## src/hw/rtl/krt_ram.sv

```systemverilog
// ============================================================================
// krt_ram
// Generic single-clock RAM: one write port, one read port, read data
// registered (old data on a same-address collision).
// ============================================================================
`default_nettype none

module krt_ram #(
  parameter int WIDTH = 8,
  parameter int DEPTH = 16
) (
  input  wire logic                     clk,
  input  wire logic                     we,
  input  wire logic [$clog2(DEPTH)-1:0] waddr,
  input  wire logic [WIDTH-1:0]         wdata,
  input  wire logic                     re,
  input  wire logic [$clog2(DEPTH)-1:0] raddr,
  output logic      [WIDTH-1:0]         rdata
);

  logic [WIDTH-1:0] mem [DEPTH];

  // Write and registered read
  always_ff @(posedge clk) begin
    if (we) begin
      mem[waddr] <= wdata;
    end
    if (re) begin
      rdata <= mem[raddr];
    end
  end

endmodule

`default_nettype wire

```

## config.mk

```make
export PLATFORM = sky130hd
export DESIGN_NAME = krt_ram
export DESIGN_NICKNAME = d
export VERILOG_FILES = /design/src/hw/rtl/krt_ram.sv
export SDC_FILE = /design/constraint.sdc
export NUM_CORES = 1
export LEC_CHECK = 0
export ABC_AREA = 1
export BUFFER_PORTS_ARGS = -buffer_cell sky130_fd_sc_hd__buf_4
export CAP_MARGIN = 25
export CORE_ASPECT_RATIO = 1.2
export CORE_MARGIN = 2
export CORE_UTILIZATION = 60
export DETAILED_ROUTE_END_ITERATION = 10
export GPL_ROUTABILITY_DRIVEN = 1
export PLACE_DENSITY = 0.8
export SLEW_MARGIN = 10
export SYNTH_ARGS = -nofsm -noshare
export SYNTH_HDL_FRONTEND = slang
export SYNTH_SLANG_ARGS = --single-unit
```

## constraint.sdc

```tcl
create_clock -name clk -period 2.4 [get_ports clk]
set_input_delay 0 -clock clk [delete_from_list [all_inputs] [get_ports clk]]
set_output_delay 0 -clock clk [all_outputs]
set_load 0.1 [all_outputs]
```

==> results of run 1 <==
power groups by stage:
stage	clock [mW]	combinational, mW	sequential (mW)
after floorplan	0	0.188	2.82
after global placement	0	0.391	2.74
after detailed placement	0	0.398	2.74
after CTS	2.56	0.416	2.69
after global routing	2.66	0.452	2.70
final	2.55	0.420	2.69
what timing repair did:
action                                 CTS  global route
endpoints found under the hold margin  143             0
resized for setup                        0             0
hold buffers                            10             0
layout make-up:
cell class,instances,area (sq um),area share (%)
inverters,102,382.9,5.678
multi-input cells,289,1214,18.00
well taps,123,153.9,2.282
flip-flops and latches,136,4084,60.57
repair buffers,38,322.8,4.788
clock buffers,17,425.4,6.309
clock inverters,15,160.2,2.375
stage by stage:
| stage | setup WS (ns) | power, mW |
|---|---|---|
| after floorplan | 1.449 | 3.008 |
| after global placement | 0.8948 | 3.130 |
| after detailed placement | 0.8663 | 3.139 |
| after CTS | 1.195 | 5.670 |
| after global routing | 1.105 | 5.809 |
| final | 1.166 | 5.661 |
registers in the layout (all words and copies together), names as in the netlist:
signal	flops
mem	128
rdata	8
critical path: cells and delay by family (launching register included):
kind	cells	cell delay, ns
buffers and inverters	1	0.07
and+or+nand+nor	5	0.55
DFF	1	0.37
metal layers:
layer	vias up	routed length, um	track usage [%]
li1	1847	-	-
met1	1817	4674	32.48
met2	232	6253	40.38
met3	45	1143	7.248
met4	0	617	15.17
met5	-	0	0
worst paths after layout:
kind | from | endpoint | cells after the start
hold / removal | raddr[2] | rdata[7]$_DFFE_PP_ | 4
hold reg to reg | mem[12][2]$_DFFE_PP_ | rdata[2]$_DFFE_PP_ | 6
setup / recovery | mem[1][2]$_DFFE_PP_ | rdata[2]$_DFFE_PP_ | 6
setup reg to reg | mem[1][2]$_DFFE_PP_ | rdata[2]$_DFFE_PP_ | 6
kinds of logic after synthesis:
family                 count (synthesis)  synth area share [%]
and+or+nand+nor                      289                 20.76
DFF                                  136                 69.85
buffers and inverters                126                 9.394
Yosys cell counts:
cell | number | area share, %
buf_4 | 4 | 0.51
buf_2 | 13 | 1.1
nor2_1 | 17 | 1.1
nand2_1 | 173 | 11
inv_2 | 2 | 0.13
buf_6 | 6 | 1.2
edfxtp_1 | 136 | 70
nand3_1 | 97 | 8.3
buf_1 | 1 | 0.064
nand3b_1 | 2 | 0.26
inv_1 | 100 | 6.4
==> results_tabular.tex, run 1 <==
\begin{tabular}{lr}
\hline
Metric & Value \\
\hline
\multicolumn{2}{l}{\textbf{Timing}} \\
\quad Max-slew headroom at the worst pin & 42.93\% \\
\quad Max Slew Vio Count & 0 \\
\quad Hold Fails Final Rpt & 0 \\
\quad Maximum frequency from static timing analysis & 810.4 MHz \\
\quad Final Skew & 0.007316 ns \\
\quad Fin Hold WS & 0.09946 ns \\
\quad Shortest clock period the worst path allows after layout & 1.234 ns \\
\quad Slew at the pin with the worst max-slew slack & 0.8529 ns \\
\quad Fin crit share & 51.41\% \\
\quad Number of setup violations in the final report & 0 \\
\quad Total negative setup slack & 0 ns \\
\quad Setup repair after global routing missed its margin & false \\
\multicolumn{2}{l}{\textbf{Power and ir drop}} \\
\quad Share of power burned in combinational logic & 7.4\% \\
\quad Relative contribution of the clock network to total power & 45.0\% \\
\quad Sequential power share & 47.6\% \\
\quad Leak pwr & 2.885 nW \\
\quad Pwr per Cell Area & 839.6 nW/um\^{}2 \\
\quad Fraction of power spent switching nets & 22.32\% \\
\quad Worst VDD drop & 610.4 uV \\
\quad Internal power & 4.397 mW \\
\quad Psw & 1.264 mW \\
\multicolumn{2}{l}{\textbf{Detailed routing}} \\
\quad Total routed wirelength & 12,690 um \\
\quad Avg WL per Cell & 17.62 um \\
\quad Iteration count of the initial detailed-routing pass & 6 \\
\quad Detail Route Antenna Nets & 0 \\
\quad DRC violation count after routing & 0 \\
\quad Via total after detailed routing & 3,941 \\
\quad Via count normalized by instance count & 5.474 \\
\quad Starting DRT DRC Count & 483 \\
\multicolumn{2}{l}{\textbf{Global route}} \\
\quad Global-route usage over all layers & 25.91\% \\
\quad Antenna violations before repair & 0 \\
\quad Vias in the first global route & 4,006 \\
\quad Wire length of the first global-routing pass & 20,000 um \\
\quad Overflow left after global routing & 0 \\
\quad Pin count of the biggest net entering global routing & 65 \\
\multicolumn{2}{l}{\textbf{Critical path}} \\
\quad Cell repeated most along the worst path & nand3\_1 \\
\quad Slowest cell on the critical path & edfxtp\_1 \\
\quad CP Data Required Time & 2.57 ns \\
\quad Worst EP arrival & 1.40 ns \\
\quad Top fanout value on the critical path & 1 \\
\quad Cell-by-cell trace of the critical path & inv\_1 -> nand2\_1 -> nand3\_1 -> nand3\_1 -> nand3\_1 -> nand2\_1 \\
\quad Slack of the worst reg-to-reg path & 1.17 ns \\
\quad Startpoint class of the critical path & flip-flop \\
\quad Slowest stage delay, CP & 0.37 ns \\
\quad Critical Setup Path Class & reg2reg \\
\quad Nature of the critical path endpoint & flip-flop \\
\multicolumn{2}{l}{\textbf{Clock tree}} \\
\quad Clock tree from TritonCTS & yes \\
\quad Post-CTS setup-driven buffer insertion count & 0 \\
\quad H-tree depth & 4 \\
\quad CTS max path bufs & 2 \\
\quad Number of sinks on the clock net & 136 \\
\quad Clock-pin transition on the worst setup and hold timing paths & 0.06 ns \\
\quad Root buffer selected by CTS & clkbuf\_16 \\
\quad Clock insertion delay at the later pin of the skew report & 0.42 ns \\
\quad CTS buffer count & 17 \\
\multicolumn{2}{l}{\textbf{Cells and area}} \\
\quad Leading cell type in the layout, fill and taps excluded & nand2\_1 \\
\quad Proportion of layout cells with a drive suffix above 1 & 9.883\% \\
\quad Final std cells w/o fill & 720 \\
\quad Filler Cell Count & 645 \\
\quad Post-synthesis to final-layout area growth & 15.32\% \\
\quad Utilization of the core after routing & 70.86\% \\
\quad Layout Cell Area excl Fill & 6743 sq um \\
\quad ANT cells & 0 \\
\quad Highest-count cells in the layout ignoring fill and taps & nand2\_1, edfxtp\_1, inv\_1, nand3\_1, buf\_4 \\
\quad Number of nets in the finished design & 603 \\
\multicolumn{2}{l}{\textbf{Floorplanning}} \\
\quad Die extent in x & 94.12 um \\
\quad Die Outline Area & 10,550 sq um \\
\quad Core area & 9515 sq um \\
\quad Starting density of the core & 61.45\% \\
\quad Die span in y & 112.1 um \\
\quad Ports & 27 \\
\quad Placement Rows & 39 \\
\multicolumn{2}{l}{\textbf{Yosys}} \\
\quad Area of the mapped netlist & 5847 sq um \\
\quad Mean cell area of the mapped netlist & 10.61 sq um \\
\quad Yosys reg bits & 136 \\
\quad Yosys warns & 0 \\
\quad Post-synthesis instance total & 551 \\
\quad Nets in the synthesized netlist & 570 \\
\quad Post-synth cell types & 11 \\
\quad Sequential share of the synthesized area & 69.85\% \\
\multicolumn{2}{l}{\textbf{Outcome}} \\
\quad Status & finished clean \\
\multicolumn{2}{l}{\textbf{Place}} \\
\quad Total of buffers placed on input and output ports & 26 \\
\quad Placement Cell Area & 6057 sq um \\
\quad Number of cells after detailed placement & 678 \\
\quad Gp weighted congestion & 0.8925 \\
\quad Placed wire-length estimate & 7509 um \\
\multicolumn{2}{l}{\textbf{Run}} \\
\quad Max-cap viol count & 0 \\
\multicolumn{2}{l}{\textbf{Hold path}} \\
\quad Hold Path Class & in2reg \\
\hline
\end{tabular}
No activity file was read; power rests on OpenSTA's default activity.
==> inputs of run 2 (changes only) <==
--- a/config.mk
+++ b/config.mk
@@ -5,15 +5,15 @@
 export SDC_FILE = /design/constraint.sdc
 export NUM_CORES = 1
 export LEC_CHECK = 0
-export ABC_AREA = 1
+export ABC_AREA = 0
 export BUFFER_PORTS_ARGS = -buffer_cell sky130_fd_sc_hd__buf_4
 export CAP_MARGIN = 25
 export CORE_ASPECT_RATIO = 1.2
 export CORE_MARGIN = 2
-export CORE_UTILIZATION = 60
+export CORE_UTILIZATION = 54
 export DETAILED_ROUTE_END_ITERATION = 10
 export GPL_ROUTABILITY_DRIVEN = 1
-export PLACE_DENSITY = 0.8
+export PLACE_DENSITY = 0.76
 export SLEW_MARGIN = 10
 export SYNTH_ARGS = -nofsm -noshare
 export SYNTH_HDL_FRONTEND = slang
==> constraint.sdc (replaced) <==
create_clock -name clk -period 1.05 [get_ports clk]
set_input_delay 0 -clock clk [delete_from_list [all_inputs] [get_ports clk]]
set_output_delay 0 -clock clk [all_outputs]
set_load 0.1 [all_outputs]
==> results_tabular.tex, run 2 <==
\begin{tabular}{lr}
\hline
Metric & Value \\
\hline
\multicolumn{2}{l}{\textbf{Outcome}} \\
\quad Status & finished with violations \\
\quad Failing checks & negative setup slack \\
\multicolumn{2}{l}{\textbf{Cells and area}} \\
\quad Final std cells w/o fill & 437 \\
\quad Filler Cell Count & 571 \\
\quad Largest register by flop count & mem \\
\quad Proportion of layout cells with a drive suffix above 1 & 39.81\% \\
\quad Highest-count cells in the layout ignoring fill and taps & edfxtp\_1, buf\_4, mux4\_2, clkbuf\_16 \\
\quad Max reg flops & 128 \\
\quad Leading cell type in the layout, fill and taps excluded & edfxtp\_1 \\
\quad ANT cells & 0 \\
\quad Number of nets in the finished design & 320 \\
\quad Post-synthesis to final-layout area growth & 24.20\% \\
\quad Utilization of the core after routing & 68.58\% \\
\quad Largest regs & mem (128), rdata (8) \\
\multicolumn{2}{l}{\textbf{Timing}} \\
\quad Total negative setup slack & -2.727 ns \\
\quad Slew at the pin with the worst max-slew slack & 1.014 ns \\
\quad Setup repair after global routing missed its margin & true \\
\quad Max Slew Vio Count & 0 \\
\quad Fin Hold WS & 0.08218 ns \\
\quad Hold Fails Final Rpt & 0 \\
\quad Max-slew headroom at the worst pin & 32.27\% \\
\quad Setup slack after layout & -0.3599 ns \\
\quad Number of setup violations in the final report & 9 \\
\quad Final Skew & 0.006669 ns \\
\quad Maximum frequency from static timing analysis & 709.3 MHz \\
\quad Fin crit share & 134.3\% \\
\quad Shortest clock period the worst path allows after layout & 1.410 ns \\
\multicolumn{2}{l}{\textbf{Critical path}} \\
\quad Family of cells with the greatest summed delay on the critical path & multiplexers \\
\quad Worst EP arrival & 1.57 ns \\
\quad Startpoint class of the critical path & flip-flop \\
\quad Nature of the critical path endpoint & flip-flop \\
\quad CP Data Required Time & 1.21 ns \\
\quad Cell-by-cell trace of the critical path & mux4\_2 -> a22oi\_2 -> nand2\_1 \\
\quad Crit path buf inv count & 0 \\
\quad Slowest cell on the critical path & mux4\_2 \\
\quad Top fanout value on the critical path & 1 \\
\quad Slowest stage delay, CP & 0.48 ns \\
\quad Critical Setup Path Class & reg2reg \\
\multicolumn{2}{l}{\textbf{Floorplanning}} \\
\quad Ports & 27 \\
\quad Die span in y & 111.8 um \\
\quad Die extent in x & 93.82 um \\
\quad Die Outline Area & 10,490 sq um \\
\quad Starting density of the core & 55.22\% \\
\quad Core area & 9467 sq um \\
\quad Placement Rows & 39 \\
\multicolumn{2}{l}{\textbf{Global route}} \\
\quad Overflow left after global routing & 0 \\
\quad Global-route usage over all layers & 22.25\% \\
\quad Vias in the first global route & 2,646 \\
\quad Pin count of the biggest net entering global routing & 17 \\
\quad Wire length of the first global-routing pass & 15,810 um \\
\quad Antenna violations before repair & 0 \\
\multicolumn{2}{l}{\textbf{Place}} \\
\quad Total of buffers placed on input and output ports & 26 \\
\quad Placed wire-length estimate & 6277 um \\
\quad Number of cells after detailed placement & 396 \\
\quad Gp weighted congestion & 0.7844 \\
\multicolumn{2}{l}{\textbf{Clock tree}} \\
\quad Clock tree from TritonCTS & yes \\
\quad Number of sinks on the clock net & 136 \\
\quad CTS buffer count & 17 \\
\quad H-tree depth & 4 \\
\quad Root buffer selected by CTS & clkbuf\_16 \\
\quad Clock insertion delay at the later pin of the skew report & 0.41 ns \\
\quad CTS max path bufs & 2 \\
\quad Clock-pin transition on the worst setup and hold timing paths & 0.05 ns \\
\multicolumn{2}{l}{\textbf{Detailed routing}} \\
\quad Detail Route Antenna Nets & 0 \\
\quad Starting DRT DRC Count & 167 \\
\quad Via count normalized by instance count & 5.833 \\
\quad Via total after detailed routing & 2,549 \\
\quad Iteration count of the initial detailed-routing pass & 4 \\
\quad Total routed wirelength & 10,310 um \\
\quad DRC violation count after routing & 0 \\
\quad Avg WL per Cell & 23.60 um \\
\multicolumn{2}{l}{\textbf{Yosys}} \\
\quad Post-synthesis instance total & 229 \\
\quad Most area-consuming cells after synthesis & edfxtp\_1, mux4\_2, mux4\_1 \\
\quad Yosys top cell area share & 78.12\% \\
\quad Yosys warns & 0 \\
\quad Top post-synthesis cells by count & edfxtp\_1, mux4\_2, a22oi\_1 \\
\quad Yosys reg bits & 136 \\
\quad Number of enable-type register cells in the synthesized netlist & 136 \\
\quad Post-synth cell types & 18 \\
\quad Sequential share of the synthesized area & 78.12\% \\
\quad Most numerous cell in the Yosys netlist & edfxtp\_1 \\
\quad Most used DFF post-synth & edfxtp\_1 \\
\quad Area of the mapped netlist & 5228 sq um \\
\quad Mean cell area of the mapped netlist & 22.83 sq um \\
\quad Nets in the synthesized netlist & 248 \\
\quad Share of synthesized registers carrying an async set or reset & 0\% \\
\quad Cell taking the most area after synthesis & edfxtp\_1 \\
\multicolumn{2}{l}{\textbf{Power and ir drop}} \\
\quad Worst VDD drop & 1297 uV \\
\quad Pwr per Cell Area & 1886 nW/um\^{}2 \\
\quad Leak pwr & 2.163 nW \\
\quad Total power after layout & 12.25 mW \\
\multicolumn{2}{l}{\textbf{Hold path}} \\
\quad Hold Path Class & in2reg \\
\multicolumn{2}{l}{\textbf{Run}} \\
\quad Max-cap viol count & 0 \\
\hline
\end{tabular}
-- run 2: cell count changes after synthesis, sizes merged, moves of 3 or more --
| cell | before | now |
|---|---|---|
| nand3 | 97 | 1 |
| nor3 | 0 | 4 |
| clkdlybuf4s25 | 0 | 3 |
| inv | 102 | 0 |
| a22oi | 0 | 16 |
| buf | 24 | 7 |
| nand2 | 173 | 9 |
| mux4 | 0 | 32 |
| nor2 | 17 | 13 |
-- run 2: stage by stage --
stage,instance area [sq um],worst slack [ns]
2_1_floorplan,5211,-0.2164
3_3_place_gp,5809,-0.4834
3_5_place_dp,5809,-0.4915
4_1_cts,6485,-0.3779
5_1_grt,6492,-0.4130
6_report,6492,-0.3599
-- run 2: area by class of cell --
| type | instances | area, sq um | share of cell area [%] |
|---|---|---|---|
| flip-flops and latches | 136 | 4084 | 62.90 |
| clock inverters | 15 | 92.59 | 1.426 |
| repair buffers | 63 | 650.6 | 10.02 |
| clock buffers | 17 | 425.4 | 6.552 |
| multi-input cells | 83 | 1086 | 16.73 |
| well taps | 123 | 153.9 | 2.370 |
-- run 2: final timing paths --
path / from / end / slack, ns / cells after the start
setup / recovery: mem[3][0]$_DFFE_PP_ / rdata[0]$_DFFE_PP_ / -0.36 / 3
hold / removal: waddr[1] / mem[0][5]$_DFFE_PP_ / 0.08 / 3
setup reg to reg: mem[3][0]$_DFFE_PP_ / rdata[0]$_DFFE_PP_ / -0.36 / 3
hold reg to reg: mem[6][3]$_DFFE_PP_ / rdata[3]$_DFFE_PP_ / 0.75 / 3
-- run 2: kinds of logic after synthesis --
logic type,share of synthesized area (%)
compound gates,2.298
buf+inv,1.651
flops,78.12
mux,14.79
simple gates,3.136
-- run 2: repair_timing --
item | in CTS | in global routing
setup endpoints to repair | 14 | 13
hold endpoints to repair | 136 | 0
hold buffers | 9 | 0
buffers inserted | 0 | 0
gates resized for setup | 15 | 2
-- run 2: per-layer routing --
layer	share of wire, %	vias to the layer above	GRT usage [%]
li1	-	1114	-
met1	38	1299	27.92
met2	54	112	35.71
met3	6.1	24	5.480
met4	2.5	0	12.27
met5	0	-	0
-- run 2: worst reg2reg max path: cells and delay by family, from the launching register on --
kind	cells	cell delay [ns]
DFF	1	0.35
AOI/OAI and AO/OA	1	0.23
muxes	1	0.48
and+or+nand+nor	1	0.09
-- run 2: power by group --
group | total, mW | internal (mW) | switching [mW]
clock network | 5.16 | 3.15 | 2.01
registers | 6.17 | 6.12 | 0.0450
logic | 0.919 | 0.379 | 0.540
total | 12.2 | 9.65 | 2.60
==> inputs of run 3 (changes only) <==
--- a/config.mk
+++ b/config.mk
@@ -10,10 +10,11 @@
 export CAP_MARGIN = 25
 export CORE_ASPECT_RATIO = 1.2
 export CORE_MARGIN = 2
-export CORE_UTILIZATION = 54
+export CORE_UTILIZATION = 24
 export DETAILED_ROUTE_END_ITERATION = 10
 export GPL_ROUTABILITY_DRIVEN = 1
-export PLACE_DENSITY = 0.76
+export PLACE_DENSITY = 0.41
+export SKIP_CTS_REPAIR_TIMING = 1
 export SLEW_MARGIN = 10
 export SYNTH_ARGS = -nofsm -noshare
 export SYNTH_HDL_FRONTEND = slang
==> results_tabular.tex, run 3 (same netlist as run 2, synthesis figures left out) <==
\begin{tabular}{lr}
\hline
Metric & Value \\
\hline
\multicolumn{2}{l}{\textbf{Outcome}} \\
\quad Status & finished with violations \\
\quad Failing checks & negative setup slack \\
\multicolumn{2}{l}{\textbf{Global route}} \\
\quad Antenna violations before repair & 0 \\
\quad Pin count of the biggest net entering global routing & 17 \\
\quad Overflow left after global routing & 0 \\
\quad Vias in the first global route & 2,734 \\
\quad Global-route usage over all layers & 10.30\% \\
\quad Wire length of the first global-routing pass & 17,190 um \\
\multicolumn{2}{l}{\textbf{Clock tree}} \\
\quad H-tree depth & 4 \\
\quad Clock tree from TritonCTS & yes \\
\quad CTS buffer count & 17 \\
\quad Number of sinks on the clock net & 136 \\
\quad Root buffer selected by CTS & clkbuf\_16 \\
\quad CTS max path bufs & 2 \\
\quad Clock-pin transition on the worst setup and hold timing paths & 0.06 ns \\
\quad Clock insertion delay at the later pin of the skew report & 0.41 ns \\
\multicolumn{2}{l}{\textbf{Cells and area}} \\
\quad Leading cell type in the layout, fill and taps excluded & edfxtp\_1 \\
\quad Largest register by flop count & mem \\
\quad Utilization of the core after routing & 31.65\% \\
\quad Largest regs & mem (128), rdata (8) \\
\quad Final std cells w/o fill & 593 \\
\quad Area occupied by multi-input gates & 1064 sq um \\
\quad Filler Cell Count & 2,069 \\
\quad Max reg flops & 128 \\
\quad Area of all sequential standard cells & 4084 sq um \\
\quad Proportion of layout cells with a drive suffix above 1 & 42.32\% \\
\quad Highest-count cells in the layout ignoring fill and taps & edfxtp\_1, buf\_4, mux4\_2, clkbuf\_16 \\
\quad Post-synthesis to final-layout area growth & 30.52\% \\
\quad Number of nets in the finished design & 325 \\
\quad ANT cells & 0 \\
\multicolumn{2}{l}{\textbf{Timing}} \\
\quad Setup slack after layout & -0.4025 ns \\
\quad Max Slew Vio Count & 0 \\
\quad Number of setup violations in the final report & 10 \\
\quad Shortest clock period the worst path allows after layout & 1.453 ns \\
\quad Fin Hold WS & 0.08158 ns \\
\quad Hold Fails Final Rpt & 0 \\
\quad Setup repair after global routing missed its margin & true \\
\quad Max-slew headroom at the worst pin & 29.85\% \\
\quad Fin crit share & 138.3\% \\
\quad Slew at the pin with the worst max-slew slack & 1.050 ns \\
\quad Final Skew & 0.009508 ns \\
\quad Maximum frequency from static timing analysis & 688.4 MHz \\
\multicolumn{2}{l}{\textbf{Detailed routing}} \\
\quad Starting DRT DRC Count & 216 \\
\quad DRC violation count after routing & 0 \\
\quad Met1 WL & 4772 um \\
\quad Total routed wirelength & 11,280 um \\
\quad Detail Route Antenna Nets & 0 \\
\quad Met3 layer wire length in the routed design & 367 um \\
\quad Avg WL per Cell & 19.03 um \\
\quad Via total after detailed routing & 2,443 \\
\quad Amount of wire on met2 after detailed routing & 5985 um \\
\quad Top sig layer & met4 \\
\quad Iteration count of the initial detailed-routing pass & 5 \\
\quad Via count normalized by instance count & 4.120 \\
\multicolumn{2}{l}{\textbf{Floorplanning}} \\
\quad Ports & 27 \\
\quad Starting density of the core & 24.25\% \\
\quad Die Outline Area & 22,980 sq um \\
\quad Placement Rows & 59 \\
\quad Core area & 21,560 sq um \\
\quad Die extent in x & 138.7 um \\
\quad Die span in y & 165.7 um \\
\multicolumn{2}{l}{\textbf{Run}} \\
\quad Max-cap viol count & 0 \\
\multicolumn{2}{l}{\textbf{Power and ir drop}} \\
\quad Worst VDD drop & 894.9 uV \\
\quad Leak pwr & 2.241 nW \\
\quad Total power after layout & 13.32 mW \\
\quad Pwr per Cell Area & 1952 nW/um\^{}2 \\
\multicolumn{2}{l}{\textbf{Critical path}} \\
\quad Cell-by-cell trace of the critical path & mux4\_2 -> a22oi\_1 -> buf\_4 -> nand2\_1 \\
\quad Slowest cell on the critical path & mux4\_2 \\
\quad Slack of the worst reg-to-reg path & -0.40 ns \\
\quad CP Data Required Time & 1.21 ns \\
\quad Slowest stage delay, CP & 0.48 ns \\
\quad Critical Setup Path Class & reg2reg \\
\quad Startpoint class of the critical path & flip-flop \\
\quad Top fanout value on the critical path & 1 \\
\quad Family of cells with the greatest summed delay on the critical path & multiplexers \\
\quad Worst EP arrival & 1.61 ns \\
\quad Nature of the critical path endpoint & flip-flop \\
\quad Crit path buf inv count & 1 \\
\multicolumn{2}{l}{\textbf{Place}} \\
\quad Gp weighted congestion & 0.6666 \\
\quad Number of cells after detailed placement & 554 \\
\quad Placed wire-length estimate & 7591 um \\
\quad Setup slack after placement & -0.5140 ns \\
\quad Total of buffers placed on input and output ports & 26 \\
\multicolumn{2}{l}{\textbf{Hold path}} \\
\quad Hold Path Class & in2reg \\
\hline
\end{tabular}
run 3: cell count changes in the layout (fill, tap and decap cells not counted), moves of 2 or more:
cell and delta:
inv_6 +2, buf_4 +4, bufinv_16 +3, a22oi_1 +5
a22oi_2 -5, clkinv_4 +4, clkinv_1 -9, buf_12 +2
run 3: path summary, 6_finish.rpt:
path                        start                    to  cells past startpoint
max          mem[11][0]$_DFFE_PP_    rdata[0]$_DFFE_PP_                      4
min                      waddr[0]  mem[12][6]$_DFFE_PP_                      3
max reg2reg  mem[11][0]$_DFFE_PP_    rdata[0]$_DFFE_PP_                      4
min reg2reg   mem[2][5]$_DFFE_PP_    rdata[5]$_DFFE_PP_                      3
run 3: metal layers:
layer | up-vias | track usage, %
li1 | 1122 | -
met1 | 1259 | 12.50
met2 | 49 | 17.86
met3 | 13 | 2.284
met4 | 0 | 4.084
met5 | - | 0
run 3: where the power goes:
part	leakage, nW	total, mW	internal, mW	switching [mW]
combinational	0.704	0.936	0.388	0.549
sequential	1.24	6.16	6.12	0.0392
clock	0.301	6.22	3.98	2.24
total	2.24	13.3	10.5	2.83
run 3: worst register-to-register path, cell delays in order, from the launching register on:
cell      delay (ns)
edfxtp_1        0.35
mux4_2          0.48
a22oi_1         0.20
buf_4           0.14
nand2_1         0.04
run 3: final cells by class:
class	count	share of cell area, %
well taps	274	5.025
clock inverters	15	2.953
clock buffers	17	6.235
multi-input cells	83	15.59
repair buffers	68	10.34
flip-flops and latches	136	59.86
run 3: per-stage QoR:
step | setup TNS, ns | instance area (sq um)
2_1_floorplan | -2.155 | 5211
6_report | -2.899 | 6823
4_1_cts | -3.655 | 6703
3_5_place_dp | -15.28 | 6076
5_1_grt | -3.523 | 6823
3_3_place_gp | -14.53 | 6076
